File: src/hdl/msf_pkg.sv
// msf_pkg: widths, constants, frame layout and the job type of the step command framer
// no dependencies; used by the interfaces and every module of the framer
`default_nettype none

package msf_pkg;

  localparam int ANGLE_W     = 24;
  localparam int DELTA_W     = 25;
  localparam int RATE_W      = 24;
  localparam int PROD_W      = 50;
  localparam int FRAC_SHIFT  = 28;
  localparam int STEPS_W     = 21;
  localparam int RECIP_W     = 21;
  localparam int RECIP_SHIFT = 34;
  localparam int QUOT_W      = 8;
  localparam int KPROD_W     = 22;
  localparam int REM_W       = 14;
  localparam int IDX_W       = 4;
  localparam int MOTOR_W     = 2;
  localparam int BYTE_W      = 8;
  localparam int DATA_W      = 32;
  localparam int PADDR_W     = 3;
  localparam int QUEUE_DEPTH = 4;

  // rounding half step in Q.28
  localparam logic signed [PROD_W-1:0] HALF_STEP = PROD_W'(1) <<< 27;

  // floor(q / 10000) == (q * STEP_RECIP) >> RECIP_SHIFT for every q below 2**21
  localparam logic [RECIP_W-1:0] STEP_RECIP    = 21'd1717987;
  localparam logic [REM_W-1:0]   STEP_MODULUS  = 14'd10000;
  localparam logic [REM_W-1:0]   DIGIT_STEP    = 14'd1000;

  localparam logic [RATE_W-1:0] FIRST_RATE_RESET = 24'd2010307;
  localparam logic [RATE_W-1:0] OTHER_RATE_RESET = 24'd2332242;

  // register index, taken from paddr[2]
  localparam logic REG_FIRST_RATE = 1'b0;
  localparam logic REG_OTHER_RATE = 1'b1;

  localparam logic [MOTOR_W-1:0] MARKER_MOTOR = 2'd0;

  localparam logic [BYTE_W-1:0] CHAR_ZERO  = 8'h30;
  localparam logic [BYTE_W-1:0] CHAR_SEMI  = 8'h3b;
  localparam logic [BYTE_W-1:0] CHAR_PLUS  = 8'h2b;
  localparam logic [BYTE_W-1:0] CHAR_MINUS = 8'h2d;
  localparam logic [BYTE_W-1:0] CHAR_CR    = 8'h0d;
  localparam logic [BYTE_W-1:0] CHAR_LF    = 8'h0a;

  // byte positions within a frame
  localparam logic [IDX_W-1:0] POS_MOTOR = 4'd0;
  localparam logic [IDX_W-1:0] POS_SEMI  = 4'd1;
  localparam logic [IDX_W-1:0] POS_SIGN  = 4'd2;
  localparam logic [IDX_W-1:0] POS_D0    = 4'd3;
  localparam logic [IDX_W-1:0] POS_D1    = 4'd4;
  localparam logic [IDX_W-1:0] POS_D2    = 4'd5;
  localparam logic [IDX_W-1:0] POS_D3    = 4'd6;
  localparam logic [IDX_W-1:0] POS_CR    = 4'd7;
  localparam logic [IDX_W-1:0] POS_LF    = 4'd8;

  typedef struct packed {
    logic                      marker;
    logic [MOTOR_W-1:0]        motor;
    logic signed [DELTA_W-1:0] delta;
    logic                      last;
  } job_t;

endpackage

`default_nettype wire

File: src/hdl/msf_intf.sv
// msf_point_if and msf_byte_if: valid/ready channels of the step command framer
// depends on msf_pkg
`default_nettype none

interface msf_point_if import msf_pkg::*; ();
  logic                      valid;
  logic                      ready;
  logic                      operation;
  logic signed [ANGLE_W-1:0] angle_one;
  logic signed [ANGLE_W-1:0] angle_two;
  logic signed [ANGLE_W-1:0] angle_three;

  modport source (output valid, operation, angle_one, angle_two, angle_three, input ready);
  modport sink   (input valid, operation, angle_one, angle_two, angle_three, output ready);
endinterface


`default_nettype wire

File: src/hdl/msf_front.sv
// msf_front: takes point and marker items, compares with the last sent angles
// and issues one job per changed motor or one per marker; depends on msf_pkg and msf_intf
`default_nettype none

module msf_front import msf_pkg::*; (
  input  logic  clk_i,
  input  logic  rst_ni,
  msf_point_if.sink point_i,
  output job_t  job_o,
  output logic  job_valid_o,
  input  logic  job_ready_i
);

  logic signed [ANGLE_W-1:0] last_q  [3];
  logic signed [ANGLE_W-1:0] angle_in[3];
  logic signed [DELTA_W-1:0] delta_q [3];
  logic [2:0] pend_q;
  logic       mark_q;
  logic       accept;
  logic       push;
  logic [1:0] sel;
  logic [2:0] sel_oh;

  assign angle_in[0] = point_i.angle_one;
  assign angle_in[1] = point_i.angle_two;
  assign angle_in[2] = point_i.angle_three;

  assign point_i.ready = (pend_q == 3'b000) && !mark_q;
  assign accept        = point_i.valid && point_i.ready;
  assign job_valid_o   = mark_q || (pend_q != 3'b000);
  assign push          = job_valid_o && job_ready_i;

  // lowest pending motor goes first
  always_comb begin
    if (pend_q[0]) begin
      sel = 2'd0;
    end else if (pend_q[1]) begin
      sel = 2'd1;
    end else begin
      sel = 2'd2;
    end
    sel_oh = 3'b001 << sel;

    job_o.marker = mark_q;
    job_o.motor  = mark_q ? MARKER_MOTOR : MOTOR_W'(sel + 2'd1);
    job_o.delta  = delta_q[sel];
    job_o.last   = mark_q || ((pend_q & ~sel_oh) == 3'b000);
  end

  always_ff @(posedge clk_i or negedge rst_ni) begin
    if (!rst_ni) begin
      pend_q <= '0;
      mark_q <= 1'b0;
      for (int m = 0; m < 3; m++) begin
        last_q[m] <= '0;
      end
    end else if (accept) begin
      if (point_i.operation) begin
        mark_q <= 1'b1;
        for (int m = 0; m < 3; m++) begin
          last_q[m] <= '0;
        end
      end else begin
        for (int m = 0; m < 3; m++) begin
          pend_q[m] <= (angle_in[m] != last_q[m]);
          last_q[m] <= angle_in[m];
        end
      end
    end else if (push) begin
      if (mark_q) begin
        mark_q <= 1'b0;
      end else begin
        pend_q <= pend_q & ~sel_oh;
      end
    end
  end

  always_ff @(posedge clk_i) begin
    if (accept) begin
      for (int m = 0; m < 3; m++) begin
        delta_q[m] <= DELTA_W'(angle_in[m]) - DELTA_W'(last_q[m]);
      end
    end
  end

  a_ready_when_drained: assert property (@(posedge clk_i) disable iff (!rst_ni)
    point_i.ready |-> !job_valid_o)
    else $error("front takes an item while jobs are still pending");

endmodule

`default_nettype wire

File: src/flat_wrapper.sv
// flat-port wrapper written by rule: the top's interface ports become plain ports
module msf_front_flat import msf_pkg::*;
  (clk_i, rst_ni, job_o, job_valid_o, job_ready_i, point_i_valid, point_i_operation, point_i_angle_one, point_i_angle_two, point_i_angle_three, point_i_ready);
  msf_point_if point_i_i ();
  input  logic clk_i;
  input  logic rst_ni;
  output job_t job_o;
  output logic job_valid_o;
  input  logic job_ready_i;
  input wire logic [$bits(point_i_i.valid)-1:0] point_i_valid;
  input wire logic [$bits(point_i_i.operation)-1:0] point_i_operation;
  input wire logic [$bits(point_i_i.angle_one)-1:0] point_i_angle_one;
  input wire logic [$bits(point_i_i.angle_two)-1:0] point_i_angle_two;
  input wire logic [$bits(point_i_i.angle_three)-1:0] point_i_angle_three;
  output wire logic [$bits(point_i_i.ready)-1:0] point_i_ready;
  assign point_i_i.valid = point_i_valid;
  assign point_i_i.operation = point_i_operation;
  assign point_i_i.angle_one = point_i_angle_one;
  assign point_i_i.angle_two = point_i_angle_two;
  assign point_i_i.angle_three = point_i_angle_three;
  assign point_i_ready = point_i_i.ready;
  msf_front u_core (.clk_i(clk_i), .rst_ni(rst_ni), .point_i(point_i_i), .job_o(job_o), .job_valid_o(job_valid_o), .job_ready_i(job_ready_i));
endmodule
File: config.mk
export PLATFORM = sky130hd
export DESIGN_NAME = msf_front_flat
export DESIGN_NICKNAME = d
export VERILOG_FILES = /design/src/hdl/msf_pkg.sv /design/src/hdl/msf_intf.sv /design/src/hdl/msf_front.sv /design/src/flat_wrapper.sv
export SDC_FILE = /design/constraint.sdc
export NUM_CORES = 1
export LEC_CHECK = 0
export BUFFER_PORTS_ARGS = -buffer_cell sky130_fd_sc_hd__buf_2
export CAP_MARGIN = 10
export CELL_PAD_IN_SITES_DETAIL_PLACEMENT = 1
export CELL_PAD_IN_SITES_GLOBAL_PLACEMENT = 2
export CORE_MARGIN = 8
export CORE_UTILIZATION = 41
export DETAILED_ROUTE_END_ITERATION = 12
export PLACE_DENSITY = 0.87
export SYNTH_ARGS = -nofsm -noshare
export SYNTH_HDL_FRONTEND = slang
export SYNTH_SLANG_ARGS = --single-unit
export TNS_END_PERCENT = 5
File: constraint.sdc
create_clock -name clk_i -period 5.58 [get_ports clk_i]
set_clock_uncertainty 0.2 [all_clocks]
set_input_delay 0.558 -clock clk_i [delete_from_list [all_inputs] [get_ports clk_i]]
set_output_delay 0.558 -clock clk_i [all_outputs]
set_load 0.1 [all_outputs]
==> impl_metrics.toml, run 1 <==
[clock_network]
cts_resized = 0
cts.sinks = 151
clock-root-buffer = "clkbuf_16"
htreeDepth = 4
cts_buffer_depth = 2
post_cts_buffers = 0
cts_tree = "yes"
cts_hold_buffers = 0
clk_latency_ps = 430
path_clk_slew_ps = 60
numCtsBuffers = 17

[yosys]
ys_types = 72
yosysTopAreaCell = "edfxtp_1"
synthTopCellsByArea = "edfxtp_1 23%, dfrtp_1 19%, ha_1 9.1%, a31o_2 6.0%, nor2_1 4.5%"
synth_area_sq_um = 10000
yosys_warnings = 0
ys_seq_area_share_pct = 41.5
ys_seq_elements = 151
syn_inst = 1067
synth_top_area_share_pct = 22.5
syn-num-nets = 1220
synth-edff-count = 75
synth_commonest_cells = "119 x nor2_1, 99 x inv_1, 77 x nand2_1"
yosysMostFrequentCell = "nor2_1"
synthArstFlopShare_pct = 50.3
synth_flop_cell = "dfrtp_1"
syn_avg_cell_area_sq_um = 9.37

[drt]
drt-initial-drc-count = 427
ant_nets = 0
viasPerCell = 5.50
drt-total-wl_mm = 28.2
wl_per_cell_microns = 19.1
firstDrtPassIters = 4
drc = 0
routed-via-count = 8151

[timing]
drv_slew = 0
finalCritPeriodShare_pct = 58.5
finalHoldViolCount = 0
final.setup.tns_ps = 0
finalWorstSetupSlack_ps = 2320
fin_crit_ps = 3260
max_slew_margin_pct = 27.0
tightest_slew_ps = 1100
finalSetupViolCount = 0
grt_setup_unrepaired = "no"
max_freq_mhz = 306

[power]
cellLeakagePower_uw = 0.00490
powerDensity_nw_per_um2 = 706
ir_drop_v = 0.000483
finalPower_uw = 8040

[place]
dpl.hpwl_mm = 21.0
pre_cts_slack_ps = 2300
place.port_buffers = 107
place_congestion = 0.853
place_inst = 1449
placed_area_sq_um = 10800

[run_status]
status = "finished clean"

[critical_path]
crit_path_start = "u_core.pend_q[1]$_DFFE_PN0P_"
timing.critical_path.arrival_ps = 3380
timing.rr.start = "u_core.pend_q[1]$_DFFE_PN0P_"
crit_fanout = 109
path_class = "flip-flop to flip-flop"
critPathCaptureType = "flip-flop"
worst_ep_required_time_ps = 5690
cp-start-kind = "flip-flop"

[grt]
antenna_found_initial = 0
grt_pass1_wl_mm = 45.0
grt_max_degree = 110
grt_usage_pct = 19.5
overflow = 0
grt_pass1_vias = 8333

[cells_and_area]
fin_nets = 1297
fin_area_sq_um = 11400
final_cells = 1481
seq_area_sq_um = 4150
nFillCells = 2880
antennaDiodeCount = 0
multi_input_area_sq_um = 5240
drive_gt1_share_pct = 19.4
syn_to_final_growth_pct = 13.8

[die]
io_pins = 108
dieWidth_microns = 172
fp-row-count = 57
initial_core_util_pct = 41.5
coreArea_sq_um = 24100
dieHeight_microns = 172
dieArea_sq_um = 29600

[run]
max_cap_viol_count = 0

[hold_path]
hp-class = "input port to asynchronous set/reset pin"
==> flip-flops by register name (all words and copies together), names as in the netlist <==
signal	count
u_core.delta_q	75
u_core.last_q	72
u_core.pend_q	3
u_core.mark_q	1
==> logic make-up after synthesis <==
logic type	share of synthesized area [%]
AO/OA/AOI/OAI	21.3
XOR/XNOR	4.64
adder cells (fa/ha/maj)	9.83
buffers and inverters	6.04
flip-flops	41.5
multiplexers	3.00
AND/OR/NAND/NOR	13.6
==> stage by stage <==
step                      util [%]  hold slack [ps]
after global routing          47.2              181
after CTS                     47.2              168
after detailed placement      44.7              284
after floorplan                  -             62.4
final                         47.2              131
after global placement        44.7              273
==> placed cells by master, fill, tap and decap left out, drive strengths merged, types with 7 or more instances in the layout <==
cell / Yosys / layout
clkbuf: 36 / 20
nand2: 77 / 77
a31oi: 12 / 12
nor2b: 14 / 14
inv: 100 / 102
o211ai: 7 / 7
xnor2: 28 / 28
buf: 18 / 112
o21bai: 7 / 7
dfrtp: 76 / 76
xor2: 25 / 25
nand2b: 11 / 11
a21o: 25 / 25
o31ai: 10 / 10
nor3: 11 / 11
a21oi: 60 / 60
mux2i: 30 / 30
edfxtp: 75 / 75
nand4: 17 / 17
nor2: 119 / 119
o21ai: 60 / 60
a31o: 68 / 68
ha: 73 / 73
nand3: 26 / 26
o21a: 12 / 12
==> path summary, 6_finish.rpt <==
path / to / slack, ps / cells past startpoint
max: u_core.last_q[30]$_DFFE_PN0P_ / 2320 / 7
min: u_core.last_q[17]$_DFFE_PN0P_ / 130 / 1
max reg2reg: u_core.last_q[30]$_DFFE_PN0P_ / 2320 / 7
min reg2reg: u_core.last_q[24]$_DFFE_PN0P_ / 290 / 2
max in group asynchronous: u_core.last_q[33]$_DFFE_PN0P_ / 4330 / 1
min in group clk_i: u_core.mark_q$_DFFE_PN0P_ / 180 / 2
==> worst max-delay path, stage by stage, from the launching register on <==
cell     delay (ps)
dfrtp_1         370
or2_2           330
nor3_2          170
nand2_1         430
inv_6           800
buf_4           500
nor2_1           80
a31o_2          220
==> power breakdown <==
group	switching (uW)	internal, uW	leakage [uW]	total (uW)
clock network	476	726	0.000294	1200
logic	3380	1490	0.00292	4870
registers	167	1790	0.00169	1960
total	4030	4010	0.00490	8040
==> routing by layer <==
| metal | GRT usage, % | wire (microns) | up-vias |
|---|---|---|---|
| li1 | - | - | 3991 |
| met1 | 26.1 | 13300 | 3996 |
| met2 | 32.2 | 13400 | 134 |
| met3 | 3.08 | 1020 | 30 |
| met4 | 5.47 | 509 | 0 |
| met5 | 0 | 0 | - |
==> final cells by class <==
type,instances,share of cell area (%)
inverters,101,3.38
flip-flops and latches,151,36.5
well taps,324,3.56
multi-input cells,761,46.1
clock buffers,20,4.01
clock inverters,12,1.32
repair buffers,112,5.17
Note: power is estimated with default switching activity, not from simulation.
==> run 2: changes to the inputs <==
CORE_UTILIZATION = 34   (was 41)
PLACE_DENSITY = 0.77   (was 0.87)
clock period = 2.9 ns   (was 5.58 ns; I/O delays follow)
==> run 2 against run 1 <==
  * Highest routed layer unchanged
  * Sequential share of layout area shrank 4.0 points
  * Non-clock buffer count grew 100
  * Via count grew 4.2%
  * Core utilization shrank 2.9 points
  * Sequential power grew 90%
  * Critical path type is now input port to flip-flop
  * Power grew 110%
  * Sequential cell count is the same
  * First-iteration DRC count grew 8.7%
  * Die area grew 19%
  * Critical path depth grew 2
==> impl_metrics.toml, run 2 (synthesis results as in run 1) <==
[run_status]
status = "finished clean"

[hold_path]
min_from = "point_i_operation"
worstHoldEndpoint = "u_core.last_q[49]$_DFFE_PN0P_"
hold_depth = 3
hp-class = "input port to flip-flop"

[critical_path]
worst_ep_required_time_ps = 2880
reg2reg_to = "u_core.delta_q[1][20]$_DFFE_PP_"
worst-r2r-setup-slack_ps = 130
r2r_cells = 9
crit_fanout = 5
cp-start-kind = "input port"
cp_slowest_cell = "dlygate4sd3_1"
timing.rr.start = "u_core.last_q[24]$_DFFE_PN0P_"
critPathCaptureType = "flip-flop"
path_class = "input port to flip-flop"
max_stage_delay_ps = 540
timing.critical_path.arrival_ps = 2820
cp_cell_sequence = "dlygate4sd3_1 > buf_2 > ha_1 > nor2b_1 > a311o_1 > a221o_2 > a31oi_4 > o211ai_1 > xor2_1"

[timing]
max_freq_mhz = 353
tightest_slew_ps = 1090
drv_slew = 0
finalWorstSetupSlack_ps = 69.1
finalCritPeriodShare_pct = 97.6
finalHoldViolCount = 0
fin_crit_ps = 2830
max_slew_margin_pct = 27.6
grt_setup_unrepaired = "yes"
finalSetupViolCount = 0

[drt]
drt-total-wl_mm = 30.6
drt-initial-drc-count = 464
ant_nets = 0
wl_per_cell_microns = 18.7
firstDrtPassIters = 5
viasPerCell = 5.17
drc = 0
routed-via-count = 8491

[place]
dpl.hpwl_mm = 23.1
pre_cts_slack_ps = -15.7
place_inst = 1535
place_congestion = 0.827
place.port_buffers = 107

[cells_and_area]
seq_area_sq_um = 4150
syn_to_final_growth_pct = 28.0
largest_reg_flops = 75
layout_commonest_cell = "nor2_1"
reg_top3 = "u_core.delta_q (75), u_core.last_q (72), u_core.pend_q (3)"
nFillCells = 3290
final_cells = 1641
layout_common_cells = "119 x nor2_1, 99 x inv_1, 80 x buf_2"
antennaDiodeCount = 0
fin_nets = 1397
largest-register = "u_core.delta_q"
drive_gt1_share_pct = 20.6
multi_input_area_sq_um = 5290

[grt]
grt_usage_pct = 17.1
top_usage_layer = "met2"
grt_pass1_wl_mm = 48.4
grt_pass1_vias = 8777
grt_max_degree = 77
met2_usage_pct = 28.0
grtUsageMet1_pct = 23.0
grt_use_met3_pct = 2.97
antenna_found_initial = 0
overflow = 0

[clock_network]
numCtsBuffers = 17
cts.sinks = 151
path_clk_slew_ps = 70
cts_buffer_depth = 2
clock-root-buffer = "clkbuf_16"
htreeDepth = 4
clk_latency_ps = 440
cts_tree = "yes"

[die]
coreArea_sq_um = 28900
dieHeight_microns = 188
dieArea_sq_um = 35200
fp-row-count = 62
dieWidth_microns = 188
io_pins = 108
initial_core_util_pct = 34.7

[power]
cellLeakagePower_uw = 0.00544
ir_drop_v = 0.000909
powerDensity_nw_per_um2 = 1310

[run]
max_cap_viol_count = 0
[run 2: cell types whose count changed in the layout (fill, tap and decap cells not counted), moves of 3 or more]
cell / change
dlygate4sd3_1: +74
buf_12: +29
buf_2: -26
buf_4: +23
o21ai_0: -23
o21ai_1: +23
bufinv_16: -3
clkinvlp_4: +3
[run 2: worst max-delay path by stage]
stage | startpoint | end | slack, ps | depth (start not counted)
floorplan | u_core.pend_q[1]$_DFFE_PN0P_ | job_o[25] | -520 | 3
CTS | u_core.last_q[49]$_DFFE_PN0P_ | u_core.delta_q[0][17]$_DFFE_PP_ | 30 | 9
finish | point_i_angle_one[4] | u_core.delta_q[0][17]$_DFFE_PP_ | 70 | 9
global route | u_core.last_q[25]$_DFFE_PN0P_ | u_core.delta_q[1][23]$_DFFE_PP_ | -30 | 9
detailed placement | point_i_angle_two[0] | u_core.delta_q[1][18]$_DFFE_PP_ | -20 | 11
global placement | point_i_angle_two[0] | u_core.delta_q[1][14]$_DFFE_PP_ | -40 | 10
[run 2: per-layer routing]
layer	wire, microns	share of wire, %
met1	14600	48
met2	14600	48
met3	803	2.6
met4	537	1.8
met5	0	0
[run 2: cell type report]
| class | instances | area share [%] |
|---|---|---|
| multi-input combinational | 761 | 41.3 |
| clock inverter | 12 | 0.616 |
| sequential | 151 | 32.5 |
| clock buffer | 20 | 3.57 |
| inverter | 101 | 3.00 |
| timing repair buffer | 212 | 15.3 |
| tap | 384 | 3.75 |
[run 2: critical path, delay by kind of cell]
family,cells,cell delay [ps]
compound gates,4,1130
buf+inv,2,680
xor+xnor,1,160
simple gates,1,170
fa+ha+maj,1,380
[run 2: metrics by stage]
| stage | cell area (sq um) | power (uW) | hold slack (ps) | setup TNS, ps | util [%] |
|---|---|---|---|---|---|
| 5_1_grt | 12800 | 17700 | 123 | -104 | 44.3 |
| 6_report | 12800 | 16700 | 118 | 0 | 44.3 |
| 3_5_place_dp | 11500 | 14600 | 280 | -15.7 | 39.8 |
| 3_3_place_gp | 11500 | 14400 | 265 | -61.4 | 39.8 |
| 4_1_cts | 12800 | 16800 | 93.9 | 0 | 44.2 |
| 2_1_floorplan | 10000 | 11100 | -206 | -7820 | - |
[run 2: what timing repair did]
| action | 4_1_cts | 5_1_grt |
|---|---|---|
| hold buffers | 74 | 0 |
| setup buffers | 0 | 0 |
| endpoints found under the setup margin | 0 | 18 |
| hold endpoints to repair | 149 | 0 |
| resized for setup | 0 | 13 |
[run 2: power breakdown]
group,internal [uW],switching [uW]
clock network,1130,954
logic,3980,6930
registers,3450,285
total,8560,8170
==> run 3: changes to the inputs <==
BUFFER_PORTS_ARGS = unset   (was -buffer_cell sky130_fd_sc_hd__buf_2)
CORE_ASPECT_RATIO = 1.2   (was unset)
CORE_UTILIZATION = 37   (was 34)
DONT_BUFFER_PORTS = 1   (was unset)
==> run 3 against run 2 <==
  * Wire length is 0.92% lower
  * Power is 2.3% lower
  * Worst hold slack worse by 49 ps
  * Clock-buffer cell count is 1 lower
  * Sequential cell count stayed put
  * Fmax is 0.73% higher
  * Via count is 3.4% lower
  * First-iteration DRC count is 13% lower
  * Non-clock buffer count is 83 lower
  * Global-route usage is 1.8 points higher
  * Register-to-register slack worse by 40 ps
  * Critical path depth stayed put
  * Critical endpoint unchanged
  * Largest power group unchanged
  * Highest routed layer unchanged
==> impl_metrics.toml, run 3 (synthesis results as in run 1) <==
[run_status]
status = "finished clean"

[place]
place_inst = 1406
place.port_buffers = 0
place_congestion = 0.823
dpl.hpwl_mm = 22.4

[drt]
ant_nets = 0
firstDrtPassIters = 4
drt-initial-drc-count = 405
viasPerCell = 5.42
drt-total-wl_mm = 30.3
drc = 0
wl_per_cell_microns = 20.0
routed-via-count = 8202

[clock_network]
cts_buffer_depth = 2
htreeDepth = 4
path_clk_slew_ps = 70
cts_tree = "yes"
post_cts_buffers = 0
clock-root-buffer = "clkbuf_16"
cts.sinks = 151
numCtsBuffers = 17
clk_latency_ps = 440

[cells_and_area]
final_util_pct = 45.6
layout_common_cells = "118 x nor2_1, 99 x inv_1, 76 x nand2_1"
reg_top3 = "u_core.delta_q (75), u_core.last_q (72), u_core.pend_q (3)"
largest_reg_flops = 75
fin_nets = 1314
layout_commonest_cell = "nor2_1"
syn_to_final_growth_pct = 22.3
drive_gt1_share_pct = 17.3
antennaDiodeCount = 0
final_cells = 1514
largest-register = "u_core.delta_q"

[timing]
final.setup.tns_ps = 0
finalCritPeriodShare_pct = 96.9
grt_setup_unrepaired = "yes"
tightest_slew_ps = 648
drv_slew = 0
max_freq_mhz = 356
finalHoldViolCount = 0
finalSetupViolCount = 0
fin_crit_ps = 2810
max_slew_margin_pct = 56.8

[grt]
grt_usage_pct = 19.0
grt_pass1_vias = 8753
grt_max_degree = 77
overflow = 0
antenna_found_initial = 0
grt_pass1_wl_mm = 48.9

[critical_path]
cp-start-kind = "flip-flop"
crit_fanout = 4
worst_ep_required_time_ps = 2880
critPathTopFamily = "compound AO/OA/AOI/OAI gates"
timing.critical_path.arrival_ps = 2790
critPathCaptureType = "flip-flop"
cp_cell_sequence = "inv_1 > ha_1 > nor2b_1 > o21a_1 > a311o_1 > a221o_2 > a31oi_2 > o211ai_1 > xor2_1"
path_class = "flip-flop to flip-flop"
timing.critical_path.buf_inv = 1
cp_slowest_cell = "a221o_2"
max_stage_delay_ps = 430

[die]
dieHeight_microns = 196
fp-row-count = 66
coreArea_sq_um = 26800
io_pins = 108
initial_core_util_pct = 37.3
dieArea_sq_um = 32600
dieWidth_microns = 166

[power]
finalPower_uw = 16400
ir_drop_v = 0.000780
cellLeakagePower_uw = 0.00510
powerDensity_nw_per_um2 = 1340

[hold_path]
hp-class = "input port to flip-flop"

[run]
max_cap_viol_count = 0
[run 3: cell types whose count changed in the layout (fill, tap and decap cells not counted), moves of 5 or more]
cell	previous run	this run
o21ai_0	35	30
buf_12	30	6
buf_4	28	47
o21ai_1	25	5
buf_2	80	0
o21ai_2	0	25
[run 3: routing by layer]
layer / vias up / track usage (%) / share of wire [%]
met5: - / 0 / 0
met4: 0 / 5.43 / 1.7
met3: 31 / 3.60 / 3.8
met2: 132 / 33.8 / 51
met1: 4015 / 22.9 / 44
li1: 4024 / - / -
[run 3: per-stage QoR]
step | worst slack [ps] | instance area (sq um) | hold WS, ps
2_1_floorplan | -520 | 10000 | -206
3_3_place_gp | -37.4 | 10800 | -200
3_5_place_dp | -25.0 | 10800 | -199
4_1_cts | 36.1 | 12200 | 60.6
5_1_grt | -39.5 | 12200 | 96.2
6_report | 89.5 | 12200 | 69.7
[run 3: repair_timing]
item                                    in CTS  in global routing
endpoints found under the setup margin       1                 13
resized for setup                            1                 11
pin swaps                                    0                  2
hold endpoints to repair                   152                  0
hold buffers                                76                  0
[run 3: worst reg2reg max path: cells and delay by family (launching register included)]
kind	cells	cell delay, ps
and+or+nand+nor	1	130
buffers and inverters	1	60
adders and majority gates	1	280
DFF	1	350
xor gates and xnor gates	1	160
AOI/OAI and AO/OA	5	1390
[run 3: final cells by class]
type	instances	area [sq um]
inverter	101	384
sequential	151	4160
multi-input combinational	761	5390
clock inverter	13	194
fill	3033	14600
tap	340	425
timing repair buffer	129	1250
clock buffer	19	433
[run 3: worst paths after layout]
path,depth (start not counted),to,slack (ps),from
min in group asynchronous,2,u_core.pend_q[0]$_DFFE_PN0P_,270,rst_ni
max in group asynchronous,2,u_core.last_q[67]$_DFFE_PN0P_,1810,rst_ni
min reg2reg,2,u_core.last_q[48]$_DFFE_PN0P_,280,u_core.last_q[48]$_DFFE_PN0P_
max reg2reg,9,u_core.delta_q[0][17]$_DFFE_PP_,90,u_core.last_q[49]$_DFFE_PN0P_
min,3,u_core.delta_q[0][24]$_DFFE_PP_,70,point_i_angle_one[23]
max,9,u_core.delta_q[0][17]$_DFFE_PP_,90,u_core.last_q[49]$_DFFE_PN0P_
[run 3: power breakdown]
group,switching [uW],internal (uW)
sequential,291,3450
clock,983,1460
combinational,6780,3390
total,8060,8290
